[src/sv/c2p_pkg.sv]
`timescale 1ns / 1ps
// ----------------------------------------------------------------------------
// c2p_pkg
// shared types, register indexes and reset values of the chunky to planar
// converter
// ----------------------------------------------------------------------------
package c2p_pkg;

  localparam int unsigned DimW       = 12;
  localparam int unsigned PlaneW     = 16;
  localparam int unsigned NumPlanes  = 4;
  localparam int unsigned PixelW     = 8;
  localparam int unsigned KeyW       = 9;
  localparam int unsigned PlaneCntW  = 3;
  localparam int unsigned CfgIdxW    = 3;
  localparam int unsigned CfgDataW   = 12;
  localparam int unsigned MAX_DIMENSION = 4095;

  localparam logic [DimW-1:0]      RowWidthRst    = 12'd320;
  localparam logic [DimW-1:0]      SourcePitchRst = 12'd0;
  localparam logic [DimW-1:0]      ImageHeightRst = 12'd200;
  localparam logic [KeyW-1:0]      KeyColourRst   = 9'h1FF;
  localparam logic [PlaneCntW-1:0] PlaneCountRst  = 3'd4;

  typedef enum logic [CfgIdxW-1:0] {
    REG_ROW_WIDTH    = 3'd0,
    REG_SOURCE_PITCH = 3'd1,
    REG_IMAGE_HEIGHT = 3'd2,
    REG_KEY_COLOUR   = 3'd3,
    REG_PLANE_COUNT  = 3'd4
  } reg_idx_e;

  typedef struct packed {
    logic [DimW-1:0]      row_width;
    logic [DimW-1:0]      source_pitch;
    logic [DimW-1:0]      image_height;
    logic [KeyW-1:0]      key_colour;
    logic [PlaneCntW-1:0] plane_count;
  } cfg_t;

  typedef struct packed {
    logic [NumPlanes-1:0][PlaneW-1:0] planes;
    logic [PlaneW-1:0]                mask;
    logic [DimW-1:0]                  col;
    logic [DimW-1:0]                  row;
  } c2p_state_t;

  typedef struct packed {
    logic [NumPlanes-1:0][PlaneW-1:0] planes;
    logic [PlaneW-1:0]                mask;
    logic                             end_of_row;
    logic                             end_of_image;
  } group_t;

endpackage

[src/sv/c2p_pixel_pack.sv]
`timescale 1ns / 1ps
// ----------------------------------------------------------------------------
// c2p_pixel_pack
// per-pixel step: merges one source byte into the group accumulators,
// builds the finished group and advances the column and row counters
// ----------------------------------------------------------------------------
module c2p_pixel_pack import c2p_pkg::*; #(
  parameter int unsigned MaxDimension = MAX_DIMENSION
) (
  input  cfg_t              cfg_i,
  input  c2p_state_t        state_i,
  input  logic [PixelW-1:0] pixel_i,
  output c2p_state_t        state_o,
  output logic              emit_o,
  output group_t            group_o
);

  localparam logic [16:0] MaxDimW = 17'(MaxDimension);

  logic [DimW-1:0]   width, pitch, height;
  logic [DimW:0]     col_plus, row_plus;
  logic [3:0]        pos;
  logic [PlaneW-1:0] bit_sel, pad;
  logic              visible, key_hit, eor, row_end;
  logic [NumPlanes-1:0][PlaneW-1:0] planes_upd;
  logic [PlaneW-1:0] mask_upd;

  always_comb begin
    // effective geometry
    width = (cfg_i.row_width == '0) ? DimW'(1) : cfg_i.row_width;
    if ({5'd0, width} > MaxDimW) begin
      width = MaxDimW[DimW-1:0];
    end
    pitch  = (cfg_i.source_pitch == '0) ? width : cfg_i.source_pitch;
    if (pitch < width) begin
      pitch = width;
    end
    height = (cfg_i.image_height == '0) ? DimW'(1) : cfg_i.image_height;

    col_plus = {1'b0, state_i.col} + 13'd1;
    row_plus = {1'b0, state_i.row} + 13'd1;
    visible  = state_i.col < width;
    pos      = state_i.col[3:0];
    bit_sel  = 16'h8000 >> pos;
    pad      = (16'h0001 << (4'd15 - pos)) - 16'h0001;
    key_hit  = !cfg_i.key_colour[KeyW-1] && (pixel_i == cfg_i.key_colour[PixelW-1:0]);

    // merge the pixel
    planes_upd = state_i.planes;
    mask_upd   = state_i.mask;
    if (visible) begin
      if (key_hit) begin
        mask_upd = state_i.mask | bit_sel;
      end else begin
        for (int p = 0; p < NumPlanes; p++) begin
          if (pixel_i[p] && (PlaneCntW'(p) < cfg_i.plane_count)) begin
            planes_upd[p] = state_i.planes[p] | bit_sel;
          end
        end
      end
    end

    eor     = col_plus == {1'b0, width};
    emit_o  = visible && ((pos == 4'd15) || eor);
    row_end = col_plus >= {1'b0, pitch};

    group_o.planes       = planes_upd;
    group_o.mask         = mask_upd | pad;
    group_o.end_of_row   = eor;
    group_o.end_of_image = eor && (row_plus >= {1'b0, height});

    // next state
    if (emit_o || row_end) begin
      state_o.planes = '0;
      state_o.mask   = '0;
    end else begin
      state_o.planes = planes_upd;
      state_o.mask   = mask_upd;
    end
    if (row_end) begin
      state_o.col = '0;
      state_o.row = (row_plus >= {1'b0, height}) ? '0 : row_plus[DimW-1:0];
    end else begin
      state_o.col = col_plus[DimW-1:0];
      state_o.row = state_i.row;
    end
  end

endmodule

[src/sv/chunky_to_planar_converter_unit.sv]
`timescale 1ns / 1ps
// ----------------------------------------------------------------------------
// chunky_to_planar_converter_unit
// converts a stream of palette bytes into 16-pixel bitplane groups with a
// transparency mask
// ----------------------------------------------------------------------------
// The unit takes one source byte per clock cycle unless its input is
// stalled: every byte is captured in an input register, merged into the
// group accumulators by one short layer of logic (a shift, a key compare and
// four counter compares) and, when it closes a group, the group is loaded
// into the output register as the byte leaves the input register. A new byte
// is taken while a finished group still waits downstream; the unit only
// stalls its input when the byte held in the input register closes a group
// and the output register is still full and not taken. Source bytes past the
// visible width of a row are consumed and produce nothing. Configuration
// writes are taken in any cycle and must only be issued while the unit is idle.
module chunky_to_planar_converter_unit import c2p_pkg::*; #(
  parameter int unsigned MaxDimension = MAX_DIMENSION
) (
  input  logic                clk_i,
  input  logic                rst_ni,
  // configuration write channel
  input  logic                cfg_valid_i,
  output logic                cfg_ready_o,
  input  logic [CfgIdxW-1:0]  cfg_index_i,
  input  logic [CfgDataW-1:0] cfg_data_i,
  // source byte stream
  input  logic                s_axis_tvalid,
  output logic                s_axis_tready,
  input  logic [7:0]          s_axis_tdata,  // [7:0] pixel_byte
  // planar group stream
  output logic                m_axis_tvalid,
  input  logic                m_axis_tready,
  output logic [79:0]         m_axis_tdata,  // [15:0] plane_word_0, [31:16] plane_word_1,
                                             // [47:32] plane_word_2, [63:48] plane_word_3,
                                             // [79:64] transparency_mask
  output logic                m_axis_tlast,  // end_of_row
  output logic [0:0]          m_axis_tuser   // [0] end_of_image
);

  // configuration registers
  cfg_t cfg_q;

  always_ff @(posedge clk_i or negedge rst_ni) begin
    if (!rst_ni) begin
      cfg_q.row_width    <= RowWidthRst;
      cfg_q.source_pitch <= SourcePitchRst;
      cfg_q.image_height <= ImageHeightRst;
      cfg_q.key_colour   <= KeyColourRst;
      cfg_q.plane_count  <= PlaneCountRst;
    end else if (cfg_valid_i) begin
      unique case (cfg_index_i)
        REG_ROW_WIDTH:    cfg_q.row_width    <= cfg_data_i;
        REG_SOURCE_PITCH: cfg_q.source_pitch <= cfg_data_i;
        REG_IMAGE_HEIGHT: cfg_q.image_height <= cfg_data_i;
        REG_KEY_COLOUR:   cfg_q.key_colour   <= cfg_data_i[KeyW-1:0];
        REG_PLANE_COUNT:  cfg_q.plane_count  <= cfg_data_i[PlaneCntW-1:0];
        default: ;  // writes to unknown indexes are dropped
      endcase
    end
  end

  assign cfg_ready_o = 1'b1;

  // input register
  logic              in_valid_q;
  logic [PixelW-1:0] in_byte_q;

  // accumulators and counters
  c2p_state_t state_q, state_d;
  logic       emit;
  group_t     group_d;

  // output register
  logic   out_valid_q;
  group_t out_group_q;

  logic advance;

  c2p_pixel_pack #(
    .MaxDimension (MaxDimension)
  ) u_pack (
    .cfg_i   (cfg_q),
    .state_i (state_q),
    .pixel_i (in_byte_q),
    .state_o (state_d),
    .emit_o  (emit),
    .group_o (group_d)
  );

  // the held byte moves on unless it closes a group and the output is blocked
  assign advance       = in_valid_q && (!emit || !out_valid_q || m_axis_tready);
  assign s_axis_tready = !in_valid_q || advance;

  always_ff @(posedge clk_i or negedge rst_ni) begin
    if (!rst_ni) begin
      in_valid_q <= 1'b0;
    end else if (s_axis_tready) begin
      in_valid_q <= s_axis_tvalid;
    end
  end

  always_ff @(posedge clk_i) begin
    if (s_axis_tvalid && s_axis_tready) begin
      in_byte_q <= s_axis_tdata;
    end
  end

  always_ff @(posedge clk_i or negedge rst_ni) begin
    if (!rst_ni) begin
      state_q <= '0;
    end else if (advance) begin
      state_q <= state_d;
    end
  end

  always_ff @(posedge clk_i or negedge rst_ni) begin
    if (!rst_ni) begin
      out_valid_q <= 1'b0;
    end else if (advance && emit) begin
      out_valid_q <= 1'b1;
    end else if (m_axis_tready) begin
      out_valid_q <= 1'b0;
    end
  end

  always_ff @(posedge clk_i) begin
    if (advance && emit) begin
      out_group_q <= group_d;
    end
  end

  assign m_axis_tvalid   = out_valid_q;
  assign m_axis_tdata    = {out_group_q.mask, out_group_q.planes};
  assign m_axis_tlast    = out_group_q.end_of_row;
  assign m_axis_tuser[0] = out_group_q.end_of_image;

endmodule

[config.mk]
export PLATFORM = sky130hd
export DESIGN_NAME = chunky_to_planar_converter_unit
export DESIGN_NICKNAME = d
export VERILOG_FILES = /design/src/sv/c2p_pkg.sv /design/src/sv/c2p_pixel_pack.sv /design/src/sv/chunky_to_planar_converter_unit.sv
export SDC_FILE = /design/constraint.sdc
export NUM_CORES = 1
export LEC_CHECK = 0
export BUFFER_PORTS_ARGS = -buffer_cell sky130_fd_sc_hd__buf_2
export CORE_MARGIN = 5
export CORE_UTILIZATION = 30
export DETAILED_ROUTE_END_ITERATION = 10
export MAX_ROUTING_LAYER = met4
export SLEW_MARGIN = 10
export SYNTH_ARGS = -nofsm -noshare
export SYNTH_HDL_FRONTEND = slang
export SYNTH_HIERARCHICAL = 1
export SYNTH_SLANG_ARGS = --single-unit
[constraint.sdc]
create_clock -name clk_i -period 8.55 [get_ports clk_i]
set_clock_uncertainty 0.05 [all_clocks]
set_input_delay 0 -clock clk_i [delete_from_list [all_inputs] [get_ports clk_i]]
set_output_delay 0 -clock clk_i [all_outputs]
set_load 0.02 [all_outputs]
==> impl_metrics.yaml, run 1 <==
global_route:
  gr-usage-all-layers: 0.1572
  grt_pass1_wl_um: 69670
  maximum_number_of_pins_on_one_net_before_global_route_repair: 127
  first_global_vias: 11840
  grt_overflow_total: 0
  antenna_found_initial: 1
detailed_routing:
  antenna_violating_nets_post_route: 0
  route.detailed.wl_per_inst_um: 19.23
  totalWireLength_um: 44380
  vias_per_cell: 5.279
  drt_pre_antenna_iters: 7
  route.layer.met1.wl_um: 20570
  initialDrtViolationCount: 1193
  drc: 0
  met2WireLength_um: 20710
  met3WireLength_um: 2236
  vias: 12180
  topRoutingLayerUsed: "met4"
timing:
  timing_worst_slew_pin_value_ps: 1235
  timing.final.crit_period_ps: 6535
  timing.final.setup_violations: 0
  fmax_mhz: 153.0
  tns_ps: 0
  rsz0062_at_grt: "no"
  drv_slew: 0
  finalHoldViolCount: 0
  worst_slew_margin_rel: 0.1721
  finalCritPeriodShare: 0.7643
clock_network:
  clock_path_buffers: 3
  tritoncts: "yes"
  cts_max_level: 1
  clock-sinks: 244
  post_cts_buffers: 0
  worstSkewPairLatency_ps: 580
  cts_root_buffer: "sky130_fd_sc_hd__clkbuf_16"
  clkSlewWorstSetupHoldPaths_ps: 60
  cts_inserted_buffers: 27
floorplanning:
  placementRows: 82
  effective_utilization_at_floorplan: 0.3028
  die_h_um: 234.8
  core_region_area_sq_um: 50070
  ioPinCount: 113
  dieArea_sq_um: 55120
  die_width_um: 234.8
worst_setup_path:
  cp_data_arrival_time_ps: 6940
  critical_path.reg2reg.endpoint: "state_q[32]$_DFFE_PN0P_"
  critical_path.startpoint_type: "flop"
  crit_fanout: 80
  rr_worst_depth: 22
  critPathLaunch: "cfg_q[28]$_DFFE_PN0P_"
  setup.worst_path.end_class: "flop"
  launching_point_of_the_worst_reg2reg_path: "cfg_q[28]$_DFFE_PN0P_"
  endpoint_required_time_on_the_critical_path_ps: 8960
  crit_type: "reg -> reg"
  rrSetupSlack_ps: 2010
  crit_path_end: "state_q[32]$_DFFE_PN0P_"
placed_design:
  routabilityCongestion: 0.8830
  place.detailed.hpwl_um: 28640
  dp_cells: 2229
  port_buffers: 111
  dpl_cell_area_sq_um: 16100
logic_synthesis:
  edff_count_synth: 90
  ys.flop_type: "sky130_fd_sc_hd__dfrtp_1"
  ys_async_sr_fraction: 0.6311
  yosys_warnings: 6
  post_synth.cell_area_avg_sq_um: 9.843
  synth_cell_types: 72
  synth-seq-area-share: 0.4338
  synthesis.instances: 1540
  synth.ff_latch_count: 244
  syn_std_cell_area_sq_um: 15160
  synth_fp_nets: 1623
power:
  power.share.clock: 0.252
  cellInternalPower_mw: 3.024
  total_power_per_unit_cell_area_nw_per_um2: 287.8
  power_switching_mw: 1.965
  total_power_mw: 4.989
  power_switching_share: 0.3939
  share_seq_of_total_power: 0.374
  power.ir.vdd_worst_mv: 0.1377
  leakage_power_summed_over_all_cells_nw: 7.591
  pwr-share-comb: 0.375
min_path:
  hold_path_class: "in -> async"
cells_and_area:
  mostFrequentLayoutCells: "sky130_fd_sc_hd__nand2_1 (149), sky130_fd_sc_hd__dfrtp_1 (137), sky130_fd_sc_hd__nor2_1 (129)"
  seq_area_sq_um: 6583
  final_area_sq_um: 17340
  multi_input_area_sq_um: 7624
  postLayoutCoreUtil: 0.3463
  ratio_of_cells_with_drive_above_1_in_the_final_layout: 0.1920
  fillCellCount: 5079
  final_common_cell: "sky130_fd_sc_hd__nand2_1"
  stdcell_count: 2308
  final_net_count: 1697
  areaGrowthSynthToFinish_pct: 14.37
status:
  status: "complete, no violations"
run:
  max_cap_violations: 0
## cells by family (layout without fill, tap and decap cells)
kind of cell,count (synthesis),in the layout,share of synthesized area
AOI/OAI and AO/OA,306,306,0.1546
xor gates and xnor gates,31,31,0.01841
adders and majority gates,55,55,0.04540
buffers and inverters,209,304,0.06546
DFF,244,244,0.4338
muxes,66,66,0.04763
other,1,2,0.0002474
and+or+nand+nor,628,628,0.2345
## critical path, stage by stage, from the launching register on
cell	delay, ps
sky130_fd_sc_hd__dfrtp_1	400
sky130_fd_sc_hd__nor4_1	350
sky130_fd_sc_hd__nand3_1	140
sky130_fd_sc_hd__nor2_1	560
sky130_fd_sc_hd__a21o_1	240
sky130_fd_sc_hd__ha_1	170
sky130_fd_sc_hd__o21ai_0	100
sky130_fd_sc_hd__nand2b_1	80
sky130_fd_sc_hd__a21oi_1	60
sky130_fd_sc_hd__or3_1	410
sky130_fd_sc_hd__o21ai_1	960
sky130_fd_sc_hd__mux2i_1	290
sky130_fd_sc_hd__ha_1	270
sky130_fd_sc_hd__a21o_1	150
sky130_fd_sc_hd__a31oi_1	170
sky130_fd_sc_hd__o21ai_0	130
sky130_fd_sc_hd__a21oi_1	280
sky130_fd_sc_hd__o21a_1	580
sky130_fd_sc_hd__a2bb2oi_4	80
sky130_fd_sc_hd__buf_4	410
sky130_fd_sc_hd__nor2_1	210
sky130_fd_sc_hd__nand2_1	70
sky130_fd_sc_hd__o211ai_1	220
## timing repair
item | 4_1_cts | 5_1_grt
resized for setup | 0 | 0
endpoints found under the hold margin | 154 | 0
hold buffers | 28 | 0
## power groups by stage
stage	logic [mW]	registers [mW]	clock network (mW)
6_report	1.87	1.86	1.26
5_1_grt	2.08	1.90	1.33
4_1_cts	1.86	1.86	1.29
3_5_place_dp	1.84	1.88	0
3_3_place_gp	1.80	1.86	0
2_1_floorplan	1.40	1.75	0
## layout make-up
cell class                 instances  area share
multi-input combinational       1087      0.4397
timing repair buffer             156     0.05593
sequential                       244      0.3797
inverter                          98     0.02122
tap                              672     0.04850
antenna                            1   0.0001443
clock buffer                      37     0.04402
clock inverter                    13     0.01075
## state kept, by name (all words and copies together) (netlist names)
signal / count
m_axis_tuser: 1
state_q: 104
m_axis_tvalid: 1
in_valid_q: 1
cfg_q: 48
in_byte_q: 8
m_axis_tlast: 1
m_axis_tdata: 80
## worst min-delay path by stage
stage,startpoint,endpoint,slack [ps],cells after the start
after floorplan,rst_ni,cfg_q[0]$_DFFE_PN0P_,-350,0
after global placement,rst_ni,state_q[10]$_DFFE_PN0P_,70,1
after detailed placement,rst_ni,cfg_q[17]$_DFFE_PN0P_,90,1
after CTS,rst_ni,state_q[28]$_DFFE_PN0P_,50,2
after global routing,s_axis_tdata[4],in_byte_q[4]$_DFFE_PP_,90,2
final,rst_ni,cfg_q[17]$_DFFE_PN0P_,40,2
## synth_stat cells (all sizes together), types with 3 or more instances
master | number | area share
a2111oi | 4 | 0.0027
a211oi | 3 | 0.0015
a21o | 20 | 0.0099
a21oi | 86 | 0.028
a22o | 5 | 0.0029
a31oi | 15 | 0.0062
a41oi | 3 | 0.0017
and2 | 10 | 0.0041
and3 | 9 | 0.0037
and4 | 4 | 0.0023
and4bb | 3 | 0.0030
buf | 54 | 0.027
clkbuf | 57 | 0.014
dfrtp | 139 | 0.23
dfstp | 15 | 0.026
edfxtp | 90 | 0.18
ha | 55 | 0.045
inv | 98 | 0.024
mux2 | 49 | 0.036
mux2i | 17 | 0.011
nand2 | 149 | 0.037
nand2b | 116 | 0.048
nand3 | 20 | 0.0073
nand4 | 9 | 0.0037
nand4b | 105 | 0.061
nor2 | 131 | 0.032
nor2b | 13 | 0.0054
nor3 | 20 | 0.0073
nor3b | 3 | 0.0015
nor4 | 13 | 0.0062
o211ai | 106 | 0.072
o21a | 10 | 0.0050
o21ai | 31 | 0.010
o21bai | 8 | 0.0040
or2 | 9 | 0.0037
or3 | 7 | 0.0029
xnor2 | 16 | 0.0097
xor2 | 15 | 0.0087
## stage by stage
stage	hold WS, ps	setup slack, ps
6_report	39.24	2015
2_1_floorplan	-345.6	2007
3_5_place_dp	89.93	2251
3_3_place_gp	73.22	2428
5_1_grt	90.29	1580
4_1_cts	52.72	2219
## routing by layer
metal | track usage | vias up
li1 | - | 5653
met1 | 0.2179 | 6102
met2 | 0.2471 | 369
met3 | 0.02357 | 59
met4 | 0.03238 | 0
met5 | - | -
(Power assumes the default switching activity.)
==> inputs of run 2 (changes only) <==
- clock period: 8.55 -> 5.69 ns (I/O delays scaled with it)
==> impl_metrics.yaml, run 2 (synthesis results as in run 1) <==
clock_network:
  tritoncts: "yes"
  cts_max_level: 1
  clock-sinks: 244
  cts_root_buffer: "sky130_fd_sc_hd__clkbuf_16"
  worstSkewPairLatency_ps: 580
  clock_path_buffers: 3
  clkSlewWorstSetupHoldPaths_ps: 60
  cts_inserted_buffers: 28
floorplanning:
  die_width_um: 234.8
  placementRows: 82
  ioPinCount: 113
  dieArea_sq_um: 55120
  effective_utilization_at_floorplan: 0.3028
  die_h_um: 234.8
  core_region_area_sq_um: 50070
placed_design:
  place.detailed.hpwl_um: 28400
  routabilityCongestion: 0.8886
  dpl_cell_area_sq_um: 16230
  dp_cells: 2240
  port_buffers: 111
timing:
  worst_slew_margin_rel: 0.1844
  tns_ps: 0
  finalCritPeriodShare: 0.9019
  timing.final.setup_violations: 0
  drv_slew: 0
  finalHoldViolCount: 0
  timing.final.crit_period_ps: 5132
  timing_worst_slew_pin_value_ps: 1217
  fmax_mhz: 194.9
  rsz0062_at_grt: "no"
global_route:
  antenna_found_initial: 0
  grt_overflow_total: 0
  gr-usage-all-layers: 0.1520
  grt_pass1_wl_um: 67860
  first_global_vias: 11700
  maximum_number_of_pins_on_one_net_before_global_route_repair: 128
worst_setup_path:
  path_cells: "nor4_1, nand3_1, nor2_1, buf_4, a21o_1, ha_1, a21o_1, a211o_1, a31oi_1, o21ai_1, buf_4, mux2i_1, ha_1, a21o_1, a21oi_1, o21ai_0, a21oi_1, o21a_1, a2bb2oi_4, buf_12, nor2_1, nand2_1, o211ai_1"
  cp.buffers_inverters: 3
  endpoint_required_time_on_the_critical_path_ps: 6130
  crit_fanout: 35
  path_delay_family: "compound AO/OA/AOI/OAI gates"
  launching_point_of_the_worst_reg2reg_path: "cfg_q[28]$_DFFE_PN0P_"
  rrSetupSlack_ps: 560
  cp_slowest_cell: "sky130_fd_sc_hd__dfrtp_1"
  critPathMaxStageDelay_ps: 400
  cp_data_arrival_time_ps: 5570
  setup.worst_path.end_class: "flop"
  crit_type: "reg -> reg"
  critical_path.reg2reg.endpoint: "state_q[35]$_DFFE_PN0P_"
  critical_path.startpoint_type: "flop"
  rr_worst_depth: 23
  critical_path.most_common_cell: "sky130_fd_sc_hd__a21o_1"
cells_and_area:
  areaGrowthSynthToFinish_pct: 15.25
  max_flop_register: "state_q"
  final_area_sq_um: 17470
  postLayoutCoreUtil: 0.3489
  insertedDiodeCount: 0
  largest_register_ff_count: 104
  ratio_of_cells_with_drive_above_1_in_the_final_layout: 0.2002
  mostFrequentLayoutCells: "sky130_fd_sc_hd__nand2_1 (149), sky130_fd_sc_hd__dfrtp_1 (137), sky130_fd_sc_hd__nor2_1 (129)"
  final_common_cell: "sky130_fd_sc_hd__nand2_1"
  stdcell_count: 2320
  final_net_count: 1709
status:
  status: "complete, no violations"
detailed_routing:
  totalWireLength_um: 42950
  route.detailed.wl_per_inst_um: 18.51
  vias_per_cell: 5.222
  initialDrtViolationCount: 1069
  drc: 0
  vias: 12120
  antenna_violating_nets_post_route: 0
  drt_pre_antenna_iters: 6
power:
  total_power_per_unit_cell_area_nw_per_um2: 427.4
  leakage_power_summed_over_all_cells_nw: 7.660
  power.ir.vdd_worst_mv: 0.2645
  total_power_mw: 7.466
min_path:
  hold_path_class: "in -> async"
run:
  max_cap_violations: 0
## run 2: cell count changes in the layout (fill, tap and decap cells not counted), sizes merged
cell | previous run | this run
clkinvlp | 2 | 3
buf | 128 | 139
bufinv | 4 | 2
diode | 1 | 0
clkinv | 6 | 10
clkbuf | 37 | 36
## run 2: metal layers
layer,part of all wire,GRT usage,vias up
met5,0,-,-
li1,-,-,5659
met3,0.047,0.02251,50
met2,0.47,0.2398,330
met4,0.019,0.02654,0
met1,0.47,0.2119,6076
## run 2: report_power, final
part	leakage, nW	internal (mW)	switching (mW)
Combinational	4.38	1.16	1.67
Sequential	2.81	2.31	0.480
Clock	0.467	1.08	0.767
Total	7.66	4.55	2.92
## run 2: through the flow
stage / hold WS, ps / worst slack [ps]
final: 0.6629 / 558.1
after global placement: 44.59 / 706.3
after floorplan: -345.6 / 517.7
after global routing: 41.45 / 111.3
after detailed placement: 49.80 / 642.9
after CTS: 14.66 / 667.0
## run 2: cell type report
cell class                      instances  area, sq um
Clock buffer                           36        792.0
Clock inverter                         16        168.9
Fill cell                            5058        32600
Inverter                               98        367.9
Multi-Input combinational cell       1087         7615
Sequential cell                       244         6583
Tap cell                              672        840.8
Timing Repair Buffer                  167         1102
## run 2: how the worst max path moves through the flow
| stage | slack [ps] | startpoint | endpoint | depth (start not counted) |
|---|---|---|---|---|
| after floorplan | 520 | cfg_q[44]$_DFFE_PN1P_ | m_axis_tdata[0]$_DFFE_PP_ | 14 |
| after global placement | 710 | cfg_q[28]$_DFFE_PN0P_ | state_q[63]$_DFFE_PN0P_ | 23 |
| after detailed placement | 640 | cfg_q[28]$_DFFE_PN0P_ | state_q[32]$_DFFE_PN0P_ | 23 |
| after CTS | 670 | cfg_q[28]$_DFFE_PN0P_ | state_q[28]$_DFFE_PN0P_ | 23 |
| after global routing | 110 | cfg_q[28]$_DFFE_PN0P_ | state_q[55]$_DFFE_PN0P_ | 24 |
| final | 560 | cfg_q[28]$_DFFE_PN0P_ | state_q[35]$_DFFE_PN0P_ | 23 |
## run 2: repair_timing
| action | in CTS | in global routing |
|---|---|---|
| hold buffers | 28 | 0 |
| hold endpoints to repair | 131 | 0 |
| gates resized for setup | 0 | 0 |
| buffers inserted | 0 | 0 |
==> inputs of run 3 (changes only) <==
- CORE_ASPECT_RATIO: unset -> 0.75
==> impl_metrics.yaml, run 3 (synthesis results as in run 1) <==
timing:
  fmax_mhz: 186.4
  timing.final.crit_period_ps: 5365
  tns_ps: 0
  drv_slew: 0
  layout_setup_ws_ps: 324.7
  timing_worst_slew_pin_value_ps: 1177
  finalCritPeriodShare: 0.9429
  worst_slew_margin_rel: 0.2110
  rsz0062_at_grt: "no"
  timing.final.setup_violations: 0
  finalHoldViolCount: 0
worst_setup_path:
  rrSetupSlack_ps: 320
  rr_worst_depth: 23
  crit_path_end: "state_q[24]$_DFFE_PN0P_"
  setup.worst_path.end_class: "flop"
  critical_path.startpoint_type: "flop"
  crit_type: "reg -> reg"
  launching_point_of_the_worst_reg2reg_path: "cfg_q[24]$_DFFE_PN0P_"
  cp_data_arrival_time_ps: 5810
  endpoint_required_time_on_the_critical_path_ps: 6130
  critical_path.reg2reg.endpoint: "state_q[24]$_DFFE_PN0P_"
  critPathLaunch: "cfg_q[24]$_DFFE_PN0P_"
  crit_fanout: 80
cells_and_area:
  mostFrequentLayoutCells: "sky130_fd_sc_hd__nand2_1 (149), sky130_fd_sc_hd__dfrtp_1 (137), sky130_fd_sc_hd__nor2_1 (129)"
  final_net_count: 1708
  ratio_of_cells_with_drive_above_1_in_the_final_layout: 0.1990
  seq_area_sq_um: 6583
  largest_register_ff_count: 104
  max_flop_register: "state_q"
  areaGrowthSynthToFinish_pct: 15.69
  multi_input_area_sq_um: 7626
  final_common_cell: "sky130_fd_sc_hd__nand2_1"
  fillCellCount: 5050
detailed_routing:
  drt_pre_antenna_iters: 5
  vias: 12260
  vias_per_cell: 5.317
  totalWireLength_um: 44860
  route.detailed.wl_per_inst_um: 19.45
  initialDrtViolationCount: 1186
  antenna_violating_nets_post_route: 0
  drc: 0
power:
  power_switching_share: 0.3899
  total_power_per_unit_cell_area_nw_per_um2: 439.4
  leakage_power_summed_over_all_cells_nw: 7.688
  cellInternalPower_mw: 4.701
  power.share.clock: 0.263
  power_switching_mw: 3.004
  power.ir.vdd_worst_mv: 0.2667
  pwr-share-comb: 0.376
  share_seq_of_total_power: 0.361
floorplanning:
  ioPinCount: 113
  placementRows: 71
  dieArea_sq_um: 55170
  effective_utilization_at_floorplan: 0.3025
  core_region_area_sq_um: 50100
  die_width_um: 269.6
  die_h_um: 204.7
clock_network:
  cts_max_level: 1
  tritoncts: "yes"
  clock_path_buffers: 3
  cts_root_buffer: "sky130_fd_sc_hd__clkbuf_16"
  clkSlewWorstSetupHoldPaths_ps: 70
  cts_inserted_buffers: 29
  post_cts_buffers: 0
  worstSkewPairLatency_ps: 580
  clock-sinks: 244
run:
  max_cap_violations: 0
global_route:
  grt_overflow_total: 0
  antenna_found_initial: 2
  grt_pass1_wl_um: 70390
  first_global_vias: 12010
  gr-usage-all-layers: 0.1616
  maximum_number_of_pins_on_one_net_before_global_route_repair: 121
placed_design:
  port_buffers: 111
  routabilityCongestion: 0.8900
  place.detailed.hpwl_um: 29240
  placement.setup.worst_slack_ps: 354.1
min_path:
  hold_path_class: "in -> async"
status:
  status: "complete, no violations"
run 3: cell count changes in the layout (fill, tap and decap cells not counted), moves of 2 or more:
| cell | before | now |
|---|---|---|
| sky130_fd_sc_hd__buf_4 | 24 | 20 |
| sky130_fd_sc_hd__bufinv_16 | 2 | 6 |
| sky130_fd_sc_hd__clkbuf_8 | 4 | 1 |
| sky130_fd_sc_hd__clkinv_1 | 1 | 3 |
run 3: cell type report:
type | count | share of cell area
Timing Repair Buffer | 165 | 0.06286
Sequential cell | 244 | 0.3754
Clock buffer | 33 | 0.04281
Clock inverter | 21 | 0.01612
Tap cell | 657 | 0.04688
Inverter | 98 | 0.02098
Antenna cell | 1 | 0.0001427
Multi-Input combinational cell | 1087 | 0.4349
run 3: per-stage QoR:
stage,utilization,std cells,hold slack (ps),power [mW],instance area (sq um)
4_1_cts,0.3497,2305,28.29,7.725,17520
2_1_floorplan,-,1540,-345.6,4.739,15160
5_1_grt,0.3500,2306,75.89,8.222,17540
3_3_place_gp,0.3233,2222,130.6,5.541,16200
3_5_place_dp,0.3233,2222,100.3,5.635,16200
6_report,0.3500,2306,38.78,7.705,17540
run 3: how the worst min path moves through the flow:
stage | endpoint | cells past startpoint
floorplan | cfg_q[0]$_DFFE_PN0P_ | 0
global placement | state_q[63]$_DFFE_PN0P_ | 1
detailed placement | state_q[63]$_DFFE_PN0P_ | 1
CTS | m_axis_tvalid$_DFFE_PN0P_ | 3
global route | in_byte_q[0]$_DFFE_PP_ | 2
finish | state_q[63]$_DFFE_PN0P_ | 2
run 3: repair_timing:
item,4_1_cts,5_1_grt
resized for setup,0,2
hold buffers,29,0
endpoints found under the hold margin,157,0
endpoints found under the setup margin,0,94
run 3: worst max-delay path, stage by stage, from the launching register on:
cell and delay [ps]:
sky130_fd_sc_hd__dfrtp_1 420, sky130_fd_sc_hd__nor4_1 400, sky130_fd_sc_hd__nand3_1 180, sky130_fd_sc_hd__nor2_1 160
sky130_fd_sc_hd__a21o_1 170, sky130_fd_sc_hd__ha_1 250, sky130_fd_sc_hd__a21o_1 170, sky130_fd_sc_hd__a21o_1 180
sky130_fd_sc_hd__a211o_1 290, sky130_fd_sc_hd__a31oi_1 420, sky130_fd_sc_hd__o21ai_4 180, sky130_fd_sc_hd__buf_4 210
sky130_fd_sc_hd__mux2i_1 160, sky130_fd_sc_hd__ha_1 260, sky130_fd_sc_hd__a21oi_1 170, sky130_fd_sc_hd__o21a_1 140
sky130_fd_sc_hd__o21ai_0 80, sky130_fd_sc_hd__a21oi_1 250, sky130_fd_sc_hd__o21a_1 290, sky130_fd_sc_hd__a2bb2oi_4 90
sky130_fd_sc_hd__buf_12 200, sky130_fd_sc_hd__nor2_1 190, sky130_fd_sc_hd__nand2_1 60, sky130_fd_sc_hd__o211ai_1 200
run 3: power by group through the flow:
stage	clock, mW	sequential, mW	combinational (mW)
final	2.03	2.78	2.90
after global routing	2.15	2.84	3.23
after CTS	2.08	2.77	2.87
after detailed placement	0	2.80	2.83
after global placement	0	2.77	2.77
after floorplan	0	2.64	2.10
run 3: routing by layer:
metal / global-route usage / part of all wire / vias up
met5: - / 0 / -
met4: 0.03308 / 0.020 / 0
met3: 0.02635 / 0.060 / 53
met2: 0.2331 / 0.43 / 405
met1: 0.2398 / 0.49 / 6143
li1: - / - / 5661
